**config.mk**
```make
export PLATFORM = sky130hd
export DESIGN_NAME = integer_to_roman_numeral_unit
export DESIGN_NICKNAME = d
export VERILOG_FILES = /design/src/design/irn_pkg.sv /design/src/design/integer_to_roman_numeral_unit.sv /design/src/design/irn_sequencer.sv /design/src/design/irn_datapath.sv
export SDC_FILE = /design/constraint.sdc
export NUM_CORES = 1
export LEC_CHECK = 0
export ABC_AREA = 1
export BUFFER_PORTS_ARGS = -buffer_cell sky130_fd_sc_hd__buf_2
export CAP_MARGIN = 20
export CORE_AREA = 4 4 114 89
export DETAILED_ROUTE_END_ITERATION = 10
export DIE_AREA = 0 0 118 93
export SLEW_MARGIN = 20
export SYNTH_ARGS = -nofsm -noshare
export SYNTH_HDL_FRONTEND = slang
export SYNTH_SLANG_ARGS = --single-unit
```
**constraint.sdc**
```tcl
create_clock -name clock -period 2.6 [get_ports clock]
set_clock_uncertainty 0.2 [all_clocks]
set_input_delay 0.52 -clock clock [delete_from_list [all_inputs] [get_ports clock]]
set_output_delay 0.52 -clock clock [all_outputs]
set_load 0.01 [all_outputs]
```
**src/design/irn_pkg.sv**
```systemverilog
// Shared types, letter codes and the microcode table for the integer to Roman numeral unit.
// Depends on nothing; every other design file imports it.
package irn_pkg;

   localparam int NumberWidth = 12;
   localparam int ValueWidth  = 10;
   localparam int LetterWidth = 8;
   localparam int PcWidth     = 5;

   typedef logic [PcWidth-1:0]     pc_type;
   typedef logic [NumberWidth-1:0] number_type;
   typedef logic [LetterWidth-1:0] letter_type;

   // Micro-operations.
   localparam logic OP_TEST = 1'b0;
   localparam logic OP_EMIT = 1'b1;

   // ASCII codes of the numeral letters.
   localparam letter_type CharM    = 8'h4D;
   localparam letter_type CharD    = 8'h44;
   localparam letter_type CharC    = 8'h43;
   localparam letter_type CharL    = 8'h4C;
   localparam letter_type CharX    = 8'h58;
   localparam letter_type CharV    = 8'h56;
   localparam letter_type CharI    = 8'h49;
   localparam letter_type CharNone = 8'h00;

   // One control word. A test step compares the remainder with value and, when it is not
   // smaller, emits letter, subtracts value and goes to hit_pc; otherwise it goes to miss_pc.
   // An emit step sends the second letter of a pair and goes to hit_pc.
   typedef struct packed {
      logic                  op;
      logic [ValueWidth-1:0] value;
      letter_type            letter;
      logic                  second;
      pc_type                hit_pc;
      pc_type                miss_pc;
   } uword_type;

   typedef struct packed {
      logic      load;
      logic      active;
      uword_type word;
   } irn_ctrl_type;

   typedef struct packed {
      logic hit;
      logic done;
   } irn_status_type;

   function automatic uword_type ucode_rom(pc_type pc);
      uword_type w;
      case (pc)
         5'd0:    w = '{OP_TEST, 10'd1000, CharM, 1'b0, 5'd0,  5'd1};
         5'd1:    w = '{OP_TEST, 10'd900,  CharC, 1'b1, 5'd2,  5'd3};
         5'd2:    w = '{OP_EMIT, 10'd0,    CharM, 1'b0, 5'd1,  5'd1};
         5'd3:    w = '{OP_TEST, 10'd500,  CharD, 1'b0, 5'd3,  5'd4};
         5'd4:    w = '{OP_TEST, 10'd400,  CharC, 1'b1, 5'd5,  5'd6};
         5'd5:    w = '{OP_EMIT, 10'd0,    CharD, 1'b0, 5'd4,  5'd4};
         5'd6:    w = '{OP_TEST, 10'd100,  CharC, 1'b0, 5'd6,  5'd7};
         5'd7:    w = '{OP_TEST, 10'd90,   CharX, 1'b1, 5'd8,  5'd9};
         5'd8:    w = '{OP_EMIT, 10'd0,    CharC, 1'b0, 5'd7,  5'd7};
         5'd9:    w = '{OP_TEST, 10'd50,   CharL, 1'b0, 5'd9,  5'd10};
         5'd10:   w = '{OP_TEST, 10'd40,   CharX, 1'b1, 5'd11, 5'd12};
         5'd11:   w = '{OP_EMIT, 10'd0,    CharL, 1'b0, 5'd10, 5'd10};
         5'd12:   w = '{OP_TEST, 10'd10,   CharX, 1'b0, 5'd12, 5'd13};
         5'd13:   w = '{OP_TEST, 10'd9,    CharI, 1'b1, 5'd14, 5'd15};
         5'd14:   w = '{OP_EMIT, 10'd0,    CharX, 1'b0, 5'd13, 5'd13};
         5'd15:   w = '{OP_TEST, 10'd5,    CharV, 1'b0, 5'd15, 5'd16};
         5'd16:   w = '{OP_TEST, 10'd4,    CharI, 1'b1, 5'd17, 5'd18};
         5'd17:   w = '{OP_EMIT, 10'd0,    CharV, 1'b0, 5'd16, 5'd16};
         5'd18:   w = '{OP_TEST, 10'd1,    CharI, 1'b0, 5'd18, 5'd18};
         default: w = '{OP_TEST, 10'd1,    CharI, 1'b0, 5'd18, 5'd18};
      endcase
      return w;
   endfunction

endpackage

```
**src/design/integer_to_roman_numeral_unit.sv**
```systemverilog
// Integer to Roman numeral unit: one request in, a stream of strobed ASCII letters out.
// Once a request is taken the sequencer steps through the table: each matching test
// and each emit step strobes one registered letter, a failed test strobes none. Zero
// gives its empty result in the cycle after it is taken, with no program run, and
// leaves busy low. Busy drops with the last letter; no request is taken while busy.
// Reset (synchronous, active high) returns the sequencer to idle and drops the strobe.
// Depends on irn_pkg, irn_sequencer and irn_datapath.
module integer_to_roman_numeral_unit
   import irn_pkg::*;
(
   input  logic       clock,
   input  logic       reset,
   input  logic       start,
   output logic       busy,
   input  number_type req_number,
   output logic       rsp_strobe,
   output letter_type rsp_symbol,
   output logic       rsp_last,
   output logic       rsp_empty_res
);

   irn_ctrl_type   ctrl;
   irn_status_type status;

   irn_sequencer u_sequencer (
      .clock       (clock),
      .reset       (reset),
      .start       (start),
      .number_zero (req_number == '0),
      .status      (status),
      .ctrl        (ctrl),
      .busy        (busy)
   );

   irn_datapath u_datapath (
      .clock         (clock),
      .reset         (reset),
      .ctrl          (ctrl),
      .req_number    (req_number),
      .status        (status),
      .rsp_strobe    (rsp_strobe),
      .rsp_symbol    (rsp_symbol),
      .rsp_last      (rsp_last),
      .rsp_empty_res (rsp_empty_res)
   );

   // The end of a program run always delivers the final letter.
   a_busy_end_last: assert property (@(posedge clock) disable iff (reset)
      ($fell(busy) && !$past(reset)) |-> (rsp_strobe && rsp_last))
      else $error("busy fell without a final letter");

   // A zero request is answered next cycle with the single empty result.
   a_zero_empty: assert property (@(posedge clock) disable iff (reset)
      (start && !busy && req_number == '0) |=> (rsp_strobe && rsp_empty_res && rsp_last))
      else $error("zero request not answered with an empty result");

   // A letter that is not final leaves the program running.
   a_mid_busy: assert property (@(posedge clock) disable iff (reset)
      (rsp_strobe && !rsp_last) |-> busy)
      else $error("non-final letter while idle");

   // An empty result carries no letter.
   a_empty_symbol: assert property (@(posedge clock) disable iff (reset)
      (rsp_strobe && rsp_empty_res) |-> (rsp_symbol == CharNone && rsp_last))
      else $error("empty result carries a letter");

endmodule

```
**src/design/irn_sequencer.sv**
```systemverilog
// Microcode sequencer: step counter, control store lookup and branch selection.
// Depends on irn_pkg for the control word layout and the microcode table.
module irn_sequencer
   import irn_pkg::*;
(
   input  logic           clock,
   input  logic           reset,
   input  logic           start,
   input  logic           number_zero,
   input  irn_status_type status,
   output irn_ctrl_type   ctrl,
   output logic           busy
);

   logic   busy_ff, busy_in;
   pc_type pc_ff, pc_in;
   logic   accept;

   assign accept = start && !busy_ff;

   always_comb begin
      busy_in = busy_ff;
      pc_in   = pc_ff;
      if (accept) begin
         // A zero request is answered by the datapath on its own and needs no program run.
         busy_in = !number_zero;
         pc_in   = '0;
      end else if (busy_ff) begin
         if (status.done) begin
            busy_in = 1'b0;
         end
         if (ctrl.word.op == OP_EMIT || status.hit) begin
            pc_in = ctrl.word.hit_pc;
         end else begin
            pc_in = ctrl.word.miss_pc;
         end
      end
   end

   always_ff @(posedge clock) begin
      if (reset) begin
         busy_ff <= 1'b0;
         pc_ff   <= '0;
      end else begin
         busy_ff <= busy_in;
         pc_ff   <= pc_in;
      end
   end

   assign ctrl.load   = accept;
   assign ctrl.active = busy_ff;
   assign ctrl.word   = ucode_rom(pc_ff);
   assign busy        = busy_ff;

endmodule

```
**src/design/irn_datapath.sv**
```systemverilog
// Datapath: remainder register, compare and subtract, and the registered result port.
// Depends on irn_pkg; driven by the control word from irn_sequencer.
module irn_datapath
   import irn_pkg::*;
(
   input  logic           clock,
   input  logic           reset,
   input  irn_ctrl_type   ctrl,
   input  number_type     req_number,
   output irn_status_type status,
   output logic           rsp_strobe,
   output letter_type     rsp_symbol,
   output logic           rsp_last,
   output logic           rsp_empty_res
);

   number_type rest_ff, rest_in;
   number_type rest_after;
   number_type step_value;
   logic       hit;
   logic       emit;
   logic       done;
   logic       strobe_ff, strobe_in;
   letter_type symbol_ff, symbol_in;
   logic       last_ff, last_in;
   logic       empty_ff, empty_in;

   assign step_value = {{(NumberWidth-ValueWidth){1'b0}}, ctrl.word.value};
   assign hit        = rest_ff >= step_value;
   assign emit       = ctrl.active && (ctrl.word.op == OP_EMIT || hit);
   assign rest_after = (ctrl.word.op == OP_TEST) ? (rest_ff - step_value) : rest_ff;
   // The letter is final once nothing remains and no second letter of a pair follows.
   assign done       = emit && (rest_after == '0) &&
                       !(ctrl.word.op == OP_TEST && ctrl.word.second);

   always_comb begin
      rest_in   = rest_ff;
      strobe_in = 1'b0;
      symbol_in = symbol_ff;
      last_in   = last_ff;
      empty_in  = empty_ff;
      if (ctrl.load) begin
         rest_in = req_number;
         if (req_number == '0) begin
            strobe_in = 1'b1;
            symbol_in = CharNone;
            last_in   = 1'b1;
            empty_in  = 1'b1;
         end
      end else if (emit) begin
         rest_in   = rest_after;
         strobe_in = 1'b1;
         symbol_in = ctrl.word.letter;
         last_in   = done;
         empty_in  = 1'b0;
      end
   end

   always_ff @(posedge clock) begin
      if (reset) begin
         strobe_ff <= 1'b0;
      end else begin
         strobe_ff <= strobe_in;
      end
      rest_ff   <= rest_in;
      symbol_ff <= symbol_in;
      last_ff   <= last_in;
      empty_ff  <= empty_in;
   end

   assign status.hit     = hit;
   assign status.done    = done;
   assign rsp_strobe     = strobe_ff;
   assign rsp_symbol     = symbol_ff;
   assign rsp_last       = last_ff;
   assign rsp_empty_res  = empty_ff;

endmodule

```
# Word level (Yosys, flattened, before mapping)
# Memories as Yosys holds them, arrays and structs flattened. A register that Yosys moved wholly into a read port is not among the register bits.
# Index checks and enable logic that the tools add are counted.
classes:
  magnitude_cmp: 1
  n_mux: 20
  reduce_logical: 14
  eq_ne: 1
  bitwise: 1
  add_sub_neg: 1
ops:
  columns: ["operator", "n"]
  rows:
  - ["$mux W12", 3]
  - ["$logic_not A12 Y1", 2]
  - ["$mux W8", 3]
  - ["$mux W5", 3]
  - ["$ge A12 B10 Y1", 1]
  - ["$sub A12 B10 Y12", 1]
  - ["$mux W1", 11]
  - ["$logic_and A1 B1 Y1", 5]
  - ["$logic_not A1 Y1", 3]
  - ["$ne A2 B1 Y1 const B", 1]
  - ["$reduce_and A2 Y1", 1]
  - ["$reduce_bool A2 Y1", 1]
  - ["$reduce_or A2 Y1", 1]
  - ["$logic_or A1 B1 Y1", 1]
  - ["$not A1 Y1", 1]
totals:
  romBits: 864
  wordCells: 46
  inputBits: 15
  out_inout_bits: 12
  regBits: 29
  memories: 1
mem_list:
  columns: ["memory", "depth", "width", "read_ports", "rd_ports_with_merged_regs", "wr", "line", "source"]
  rows:
  - ["(name not given)", 32, 27, 1, 1, 0, "irn_pkg.sv:53", "case (pc)"]

# Logic depth before layout (Yosys ltp)
# Gate-level depths: netlist (run 1).
logic_depth:
  word_depth: 8
  mapped_depth: 23
  depth_no_buf: 23

# By module
# A second synthesis (run 1) with hierarchy kept.
hier_totals:
  cells_unflattened: 516
  area_unflattened_um2: 3759.9
modules_own_cells:
  columns: ["mod", "cells_each", "seq_area_each_um2", "area_per_inst_um2", "n_inst"]
  rows:
  - ["irn_datapath", 271, 680.7, 1901.8, 1]
  - ["irn_sequencer", 226, 640.6, 1784.2, 1]
  - ["integer_to_roman_numeral_unit", 19, 0.0, 73.8, 1]

# Least setup slack after synthesis (run 1)
# Ideal clock, no wire load.
synth_path:
  path_type: "reg-to-reg"
  startpoint: "register u_datapath.rest_ff[0]"
  endpoint: "register u_sequencer.ctrl[10] (netlist name)"
  required_ns: 2.278
  synth_period_minus_slack_ns: 2.843
  n_path_buf: 0
  t_arrival_ns: 2.521
  path_slack_ns: -0.243
  setup_time_ns: 0.122
  stages_incl_launch_ff: 21
  cell_sequence: "edfxtp_1 inv_1 ha_1 fa_1 inv_1 nand2_1 nand2_1 nand3_1 nand2_2 nand2_4 nand2_4 nand2_1 nand3_1 nand2_1 nand2_1 inv_1 ha_1 inv_1 nor2_2 o21ai_1 nand3_1"
synth_via:
  elab_chain_cells: 5
synth_lines:
  columns: ["element", "line", "source"]
  rows:
  - ["start: declaration", "irn_datapath.sv:17", "number_type rest_ff, rest_in;"]
  - ["start signal: assignment", "irn_datapath.sv:65", "rest_ff <= rest_in;"]
  - ["$ge A12 B10 Y1", "irn_datapath.sv:29", "assign hit = rest_ff >= step_value;"]
  - ["$logic_or A1 B1 Y1", "irn_sequencer.sv:32", "if (ctrl.word.op == OP_EMIT || status.hit) begin"]
  - ["$mux W5", "irn_sequencer.sv:32", null]
  - ["$mux W5 (no source line) (2 in a row)", null, null]
# No other way between the ends.
# A chain may end at the register's enable or synchronous reset.

# Final worst setup path (run 1)
layout_path:
  startpoint: "register u_datapath.rest_ff[0]"
  endpoint: "register u_sequencer.ctrl[5] (netlist name)"
layout_via:
  elab_chain_cells: 5
layout_lines:
  columns: ["element", "line"]
  rows:
  - ["$ge A12 B10 Y1", "irn_datapath.sv:29"]
  - ["$logic_or A1 B1 Y1", "irn_sequencer.sv:32"]
  - ["$mux W5", "irn_sequencer.sv:32"]
  - ["$mux W5 (no source line) (2 in a row)", null]
# No other way between the ends.

==> results of run 1 <==
sequential cells by signal, indices dropped and copies added (netlist names):
signal                    count
u_sequencer.ctrl             26
u_datapath.rest_ff           12
u_datapath.rsp_symbol         6
u_sequencer.pc_ff             5
u_datapath.rsp_empty_res      1
u_datapath.rsp_last           1
u_datapath.rsp_strobe         1
u_sequencer.busy              1
cells in the final DEF, fill, tap and decap left out, types with 2 or more instances in the layout:
master	synthesis	final
sky130_fd_sc_hd__dfxtp_1	33	33
sky130_fd_sc_hd__nand3b_1	4	4
sky130_fd_sc_hd__a21oi_2	2	7
sky130_fd_sc_hd__nor2_1	28	25
sky130_fd_sc_hd__conb_1	1	2
sky130_fd_sc_hd__nand2_2	3	19
sky130_fd_sc_hd__inv_6	0	4
sky130_fd_sc_hd__or2_2	3	3
sky130_fd_sc_hd__buf_4	2	57
sky130_fd_sc_hd__inv_1	59	49
sky130_fd_sc_hd__nor2_8	2	2
sky130_fd_sc_hd__inv_2	4	8
sky130_fd_sc_hd__nand3_1	45	23
sky130_fd_sc_hd__buf_6	2	11
sky130_fd_sc_hd__nor2_2	2	4
sky130_fd_sc_hd__nand2_4	4	12
sky130_fd_sc_hd__nor4_1	2	2
sky130_fd_sc_hd__o21ai_2	0	3
sky130_fd_sc_hd__nand3_4	1	3
sky130_fd_sc_hd__o21ai_4	1	2
sky130_fd_sc_hd__ha_4	0	9
sky130_fd_sc_hd__clkbuf_16	0	5
sky130_fd_sc_hd__edfxtp_1	20	20
sky130_fd_sc_hd__ha_1	18	9
sky130_fd_sc_hd__buf_12	0	3
sky130_fd_sc_hd__buf_2	2	24
sky130_fd_sc_hd__inv_4	2	5
sky130_fd_sc_hd__nor2_4	3	5
sky130_fd_sc_hd__a21oi_1	12	6
sky130_fd_sc_hd__o21ai_0	20	13
sky130_fd_sc_hd__nand3_2	3	23
sky130_fd_sc_hd__nand2_1	149	124
sky130_fd_sc_hd__nand2_8	2	3
sky130_fd_sc_hd__o21ai_1	4	7
sky130_fd_sc_hd__nand4_1	2	2
critical path: stages, from the launching register on:
cell and delay (ns):
sky130_fd_sc_hd__edfxtp_1 0.36, sky130_fd_sc_hd__inv_2 0.05, sky130_fd_sc_hd__ha_4 0.15, sky130_fd_sc_hd__fa_2 0.35
sky130_fd_sc_hd__inv_2 0.09, sky130_fd_sc_hd__nand2_4 0.06, sky130_fd_sc_hd__nand2_4 0.07, sky130_fd_sc_hd__nand3_2 0.07
sky130_fd_sc_hd__nand2_2 0.10, sky130_fd_sc_hd__nand2_4 0.09, sky130_fd_sc_hd__buf_6 0.13, sky130_fd_sc_hd__nand3b_1 0.15
sky130_fd_sc_hd__nand3_2 0.11, sky130_fd_sc_hd__nand2_4 0.10, sky130_fd_sc_hd__inv_4 0.05, sky130_fd_sc_hd__nor2_8 0.27
sky130_fd_sc_hd__buf_6 0.16, sky130_fd_sc_hd__nand4_4 0.09, sky130_fd_sc_hd__nand3_2 0.10
kinds of logic after synthesis:
family | Yosys count | share of synthesized area, %
other cells | 1 | 0.112
flops | 53 | 37.7
compound gates | 44 | 7.49
buf+inv | 78 | 10.4
fa+ha+maj | 19 | 7.34
simple gates | 256 | 37.0
metal layers:
| metal | share of wire [%] | up-vias |
|---|---|---|
| li1 | - | 1628 |
| met1 | 47 | 1532 |
| met2 | 46 | 118 |
| met3 | 6.2 | 6 |
| met4 | 1.0 | 0 |
| met5 | 0 | - |
where the power goes:
part	switching [uW]	internal (uW)	total [uW]
registers	76.9	1050	1120
clock network	317	363	680
logic	1150	874	2020
total	1540	2280	3830
how the worst max path moves through the flow:
| stage | from | to | slack, ns | cells past startpoint |
|---|---|---|---|---|
| 2_1_floorplan | u_datapath.rest_ff[0]$_DFFE_PP_ | u_sequencer.ctrl[10]$_DFF_P_ | 0.02 | 20 |
| 3_3_place_gp | u_datapath.rest_ff[0]$_DFFE_PP_ | u_sequencer.ctrl[10]$_DFF_P_ | -0.21 | 20 |
| 3_5_place_dp | u_datapath.rest_ff[0]$_DFFE_PP_ | u_sequencer.ctrl[22]$_SDFF_PP0_ | -0.27 | 19 |
| 4_1_cts | u_datapath.rest_ff[0]$_DFFE_PP_ | u_sequencer.ctrl[10]$_DFF_P_ | -0.08 | 20 |
| 5_1_grt | u_datapath.rest_ff[0]$_DFFE_PP_ | u_sequencer.ctrl[15]$_DFF_P_ | -0.35 | 17 |
| 6_report | u_datapath.rest_ff[0]$_DFFE_PP_ | u_sequencer.ctrl[5]$_DFF_P_ | -0.22 | 18 |
per-stage QoR:
stage               setup slack, ns  area, um2  TNS (ns)  std cells
detailed placement           -0.268       4040     -4.36        628
global route                 -0.350       4740     -7.96        656
CTS                         -0.0845       4450     -1.36        647
global placement             -0.209       4040     -3.04        628
finish                       -0.218       4740     -4.17        656
floorplan                    0.0168       3450         0        452
what timing repair did:
action | 4_1_cts | 5_1_grt
setup endpoints to repair | 26 | 29
pin swaps | 29 | 28
resized for setup | 46 | 58
hold buffers | 0 | 0
endpoints found under the hold margin | 0 | 0
setup buffers | 11 | 9
cloned | 0 | 1
final cells by class:
cell class | instances | area, um2 | area share (%)
multi-input combinational | 322 | 2180 | 46.0
clock inverter | 3 | 25.0 | 0.528
sequential | 53 | 1260 | 26.6
clock buffer | 5 | 125 | 2.64
inverter | 66 | 277 | 5.83
timing repair buffer | 95 | 732 | 15.4
tap | 112 | 140 | 2.96
==> flow_metrics.py, run 1 <==
metrics = {
    "clocking": {
        "clock_sinks": 53,
        "clock_tree_from_tritoncts": "yes",
        "cts_buffer_depth": 2,
        "cts_made_buffers": 5,
        "clockRootBuffer": "sky130_fd_sc_hd__clkbuf_16",
        "worst_setup_hold_path_clk_slew_ns": 0.08,
        "insertion_delay_ns": 0.29,
        "clock_tree.htree_level_count": 2,
    },
    "finish": {
        "antenna_cells_inserted": 0,
        "fin_util_pct": 53.1,
        "fillerInstances": 807,
        "post_route_cells_drive_above_1_share_pct": 40.4,
        "num-nets-final": 577,
        "layout_overhead_on_the_synthesized_area_pct": 41.8,
    },
    "detailed_routing": {
        "detailroute.via_count": 3284,
        "drc": 0,
        "routed_length_per_placed_instance_um": 15.3,
        "route.detailed.vias_per_inst": 5.01,
        "route.antenna.remaining_nets": 0,
        "first_iter_violations": 187,
        "routed_wirelength_mm": 10.0,
        "first_pass_iteration_count_of_the_detailed_router": 4,
    },
    "global_route": {
        "grt-ovfl-total": 0,
        "gr-usage-met1_pct": 24.5,
        "use_met3_pct": 3.39,
        "maximum_number_of_pins_on_one_net_before_global_route_repair": 25,
        "grt_pass1_wl_mm": 15.5,
        "first_global_vias": 3122,
        "global_route.peak_usage_layer": "met2",
        "grt_util_all_layers_pct": 17.6,
        "antenna_found_initial": 0,
        "met2_usage_pct": 28.2,
    },
    "synth": {
        "asyncSetResetFlopFracSynth_pct": 0,
        "yosysUniqueCellTypes": 42,
        "synth.cell_area_mm2": 0.00334,
        "synth-edff-count": 20,
        "synth_largest_type_area_fraction_pct": 19.8,
        "synthTopCellsByCount": "sky130_fd_sc_hd__nand2_1 (149), sky130_fd_sc_hd__inv_1 (59), sky130_fd_sc_hd__nand3_1 (45), sky130_fd_sc_hd__dfxtp_1 (33), sky130_fd_sc_hd__nor2_1 (28)",
        "post_synth.cell_area_avg_um2": 7.41,
        "synthesis_warnings": 0,
        "synth_sequential_area_ratio_pct": 37.7,
        "yosys_most_used_dff": "sky130_fd_sc_hd__dfxtp_1",
        "post_synth_main_area_contributors": "sky130_fd_sc_hd__dfxtp_1 (20%), sky130_fd_sc_hd__edfxtp_1 (18%), sky130_fd_sc_hd__nand2_1 (17%)",
        "top_cell_type_by_total_area_after_synthesis": "sky130_fd_sc_hd__dfxtp_1",
        "syn-instance-count": 451,
        "post-synth-top-count-cell": "sky130_fd_sc_hd__nand2_1",
        "post_synthesis_register_bit_count": 53,
    },
    "sta": {
        "max_freq_mhz": 355,
        "layout_worst_path_cycle_share_pct": 108,
        "finalSetupViolations": 28,
        "worst_slack_ns": -0.218,
        "finalHoldWorstSlack_ns": 0.260,
        "rsz0062_at_grt": "yes",
        "time_the_final_worst_path_needs_with_i_o_delays_and_setup_ns": 2.82,
        "timing_max_transition_violations_final": 0,
        "hold_viol_final": 0,
    },
    "placement": {
        "place.detailed.hpwl_mm": 7.39,
        "io_buffers": 24,
        "routability_driven_placement_congestion_ratio": 1.01,
    },
    "pwr": {
        "fin_total_pwr_uw": 3830,
        "vdd.ir_drop.worst_v": 0.000394,
        "powerDensity_mw_per_mm2": 807,
        "total_leakage_power_uw": 0.00235,
    },
    "floorplanning": {
        "rows": 30,
        "die-height_um": 93,
        "io-pin-count": 27,
        "core_region_mm2": 0.00893,
        "die_area_mm2": 0.0110,
        "starting_utilization_of_the_core_area_pct": 37.4,
        "die_w_um": 118,
    },
    "worst_setup_path": {
        "worst-r2r-setup-slack_ns": -0.22,
        "timing.rr.end": "u_sequencer.ctrl[5]$_DFF_P_",
        "worst-setup-path-type": "reg2reg",
        "r2r.worst_path.cells": 18,
        "worst_ep_required_time_ns": 2.63,
        "timing.critical_path.from_type": "register",
        "worst-path-max-fanout": 8,
        "timing.rr.start": "u_datapath.rest_ff[0]$_DFFE_PP_",
        "cp_data_arrival_time_ns": 2.85,
        "cp-end-kind": "register",
    },
    "outcome": {
        "run_status": "finished, violations left",
        "violations": "negative setup slack",
    },
    "worst_hold_path": {
        "hold-path-cell-count": 2,
        "hold_start": "reset",
        "holdPathEnd": "u_sequencer.busy$_SDFF_PP0_",
        "type_of_the_worst_min_delay_path": "in2reg",
    },
    "run": {
        "max_cap_violations": 0,
    },
}
Note: power is estimated with default switching activity, not from simulation.
==> inputs of run 2 (changes only) <==
--- a/config.mk
+++ b/config.mk
@@ -11,6 +11,7 @@
 export CORE_AREA = 4 4 114 89
 export DETAILED_ROUTE_END_ITERATION = 10
 export DIE_AREA = 0 0 118 93
+export MAX_ROUTING_LAYER = met4
 export SLEW_MARGIN = 20
 export SYNTH_ARGS = -nofsm -noshare
 export SYNTH_HDL_FRONTEND = slang
==> flow_metrics.py, run 2 (same netlist as run 1, synthesis figures left out) <==
metrics = {
    "outcome": {
        "run_status": "finished, violations left",
        "violations": "negative setup slack",
    },
    "sta": {
        "finalSetupViolations": 26,
        "hold_viol_final": 0,
        "fin_tns_setup_ns": -3.03,
        "worst_slack_ns": -0.182,
        "time_the_final_worst_path_needs_with_i_o_delays_and_setup_ns": 2.78,
        "layout_worst_path_cycle_share_pct": 107,
        "timing_max_transition_violations_final": 0,
        "rsz0062_at_grt": "yes",
        "max_freq_mhz": 359,
    },
    "finish": {
        "largest_register_ffs": 26,
        "register_area_mm2": 0.00126,
        "layout_overhead_on_the_synthesized_area_pct": 39.9,
        "antenna_cells_inserted": 0,
        "num-nets-final": 581,
        "fillerInstances": 844,
        "layout_common_cells": "sky130_fd_sc_hd__nand2_1 (123), sky130_fd_sc_hd__buf_4 (65), sky130_fd_sc_hd__inv_1 (52), sky130_fd_sc_hd__dfxtp_1 (33), sky130_fd_sc_hd__nand3_1 (30)",
        "mostFrequentLayoutCell": "sky130_fd_sc_hd__nand2_1",
        "multiInputGateArea_mm2": 0.00209,
        "post_route_cells_drive_above_1_share_pct": 38.5,
    },
    "floorplanning": {
        "core_region_mm2": 0.00893,
        "rows": 30,
        "die_area_mm2": 0.0110,
        "die-height_um": 93,
        "starting_utilization_of_the_core_area_pct": 37.4,
        "die_w_um": 118,
        "io-pin-count": 27,
    },
    "worst_setup_path": {
        "worst-path-max-fanout": 5,
        "worst_ep_required_time_ns": 2.57,
        "worst_path_largest_cell_delay_ns": 0.43,
        "cp_cell_sequence": "ha_1 > or2_1 > nand3_2 > nand2_2 > nand2_4 > nand2_8 > nand2_2 > nand2_2 > o21ai_4 > nand2_4 > ha_2 > inv_2 > nand2_1 > nand3_1 > nand3_1",
        "worst-setup-path-type": "reg2reg",
        "cp_data_arrival_time_ns": 2.76,
        "cp-end-kind": "register",
        "cp_slowest_cell": "sky130_fd_sc_hd__edfxtp_1",
        "timing.critical_path.from_type": "register",
        "cp_common_cell": "sky130_fd_sc_hd__nand2_2",
    },
    "clocking": {
        "cts_buffer_depth": 2,
        "cts_made_buffers": 5,
        "clock_tree.htree_level_count": 2,
        "clock_tree_from_tritoncts": "yes",
        "clock_sinks": 53,
        "clockRootBuffer": "sky130_fd_sc_hd__clkbuf_16",
        "insertion_delay_ns": 0.29,
        "worst_setup_hold_path_clk_slew_ns": 0.07,
        "cts_hold_buffers": 0,
    },
    "pwr": {
        "vdd.ir_drop.worst_v": 0.000343,
        "total_leakage_power_uw": 0.00230,
        "powerDensity_mw_per_mm2": 785,
        "fin_total_pwr_uw": 3670,
    },
    "detailed_routing": {
        "routed_wirelength_mm": 10.1,
        "route.detailed.vias_per_inst": 4.97,
        "first_pass_iteration_count_of_the_detailed_router": 5,
        "routed_length_per_placed_instance_um": 15.3,
        "detailroute.via_count": 3278,
        "route.antenna.remaining_nets": 0,
        "drc": 0,
        "first_iter_violations": 237,
    },
    "global_route": {
        "grt-ovfl-total": 0,
        "first_global_vias": 3158,
        "antenna_found_initial": 0,
        "grt_pass1_wl_mm": 16.0,
        "maximum_number_of_pins_on_one_net_before_global_route_repair": 25,
        "grt_util_all_layers_pct": 18.8,
    },
    "worst_hold_path": {
        "type_of_the_worst_min_delay_path": "in2reg",
    },
    "run": {
        "max_cap_violations": 0,
    },
    "placement": {
        "io_buffers": 24,
        "place.detailed.hpwl_mm": 7.47,
        "routability_driven_placement_congestion_ratio": 0.965,
    },
}
run 2: through the flow:
step	instance area (um2)	utilization (%)	instances	setup slack, ns	hold slack [ns]
floorplan	3450	-	452	0.0168	0.303
global placement	4040	45.3	628	-0.279	0.323
detailed placement	4040	45.3	628	-0.307	0.331
CTS	4530	50.7	653	-0.125	0.238
global route	4680	52.4	660	-0.335	0.245
finish	4680	52.4	660	-0.182	0.255
run 2: area by class of cell:
cell class | count | share of cell area (%)
clock inverters | 3 | 0.562
clock buffers | 5 | 2.67
well taps | 112 | 3.00
inverters | 66 | 5.80
flip-flops and latches | 53 | 27.0
multi-input cells | 321 | 44.6
repair buffers | 100 | 16.4
run 2: path summary, 6_finish.rpt:
kind | startpoint | slack [ns] | cells after the start | to
max | u_datapath.rest_ff[3]$_DFFE_PP_ | -0.18 | 15 | u_sequencer.ctrl[1]$_DFF_P_
min reg2reg | u_sequencer.ctrl[11]$_DFF_P_ | 0.35 | 2 | u_datapath.rsp_symbol[0]$_SDFFCE_PP0P_
min | reset | 0.25 | 2 | u_datapath.rsp_strobe$_SDFF_PP0_
max reg2reg | u_datapath.rest_ff[3]$_DFFE_PP_ | -0.18 | 15 | u_sequencer.ctrl[1]$_DFF_P_
run 2: power breakdown:
| group | internal [uW] | total (uW) | switching, uW |
|---|---|---|---|
| logic | 807 | 1860 | 1060 |
| clock network | 364 | 684 | 320 |
| registers | 1050 | 1130 | 78.0 |
run 2: critical path, delay by kind of cell, from the launching register on:
family          cells  cell delay (ns)
simple gates       11             1.16
fa+ha+maj           2             0.55
flops               1             0.43
compound gates      1             0.20
buf+inv             1             0.11
run 2: repair_timing:
item	4_1_cts	5_1_grt
gates cloned	0	0
setup buffers	17	7
pin swaps	31	14
resized for setup	48	25
endpoints found under the setup margin	34	48
hold endpoints to repair	0	0
run 2: routing by layer:
layer	vias up	track usage, %	wire, um
li1	1625	-	-
met1	1537	24.7	4630
met2	105	30.1	4670
met3	11	3.51	649
met4	0	5.46	130
met5	-	-	0
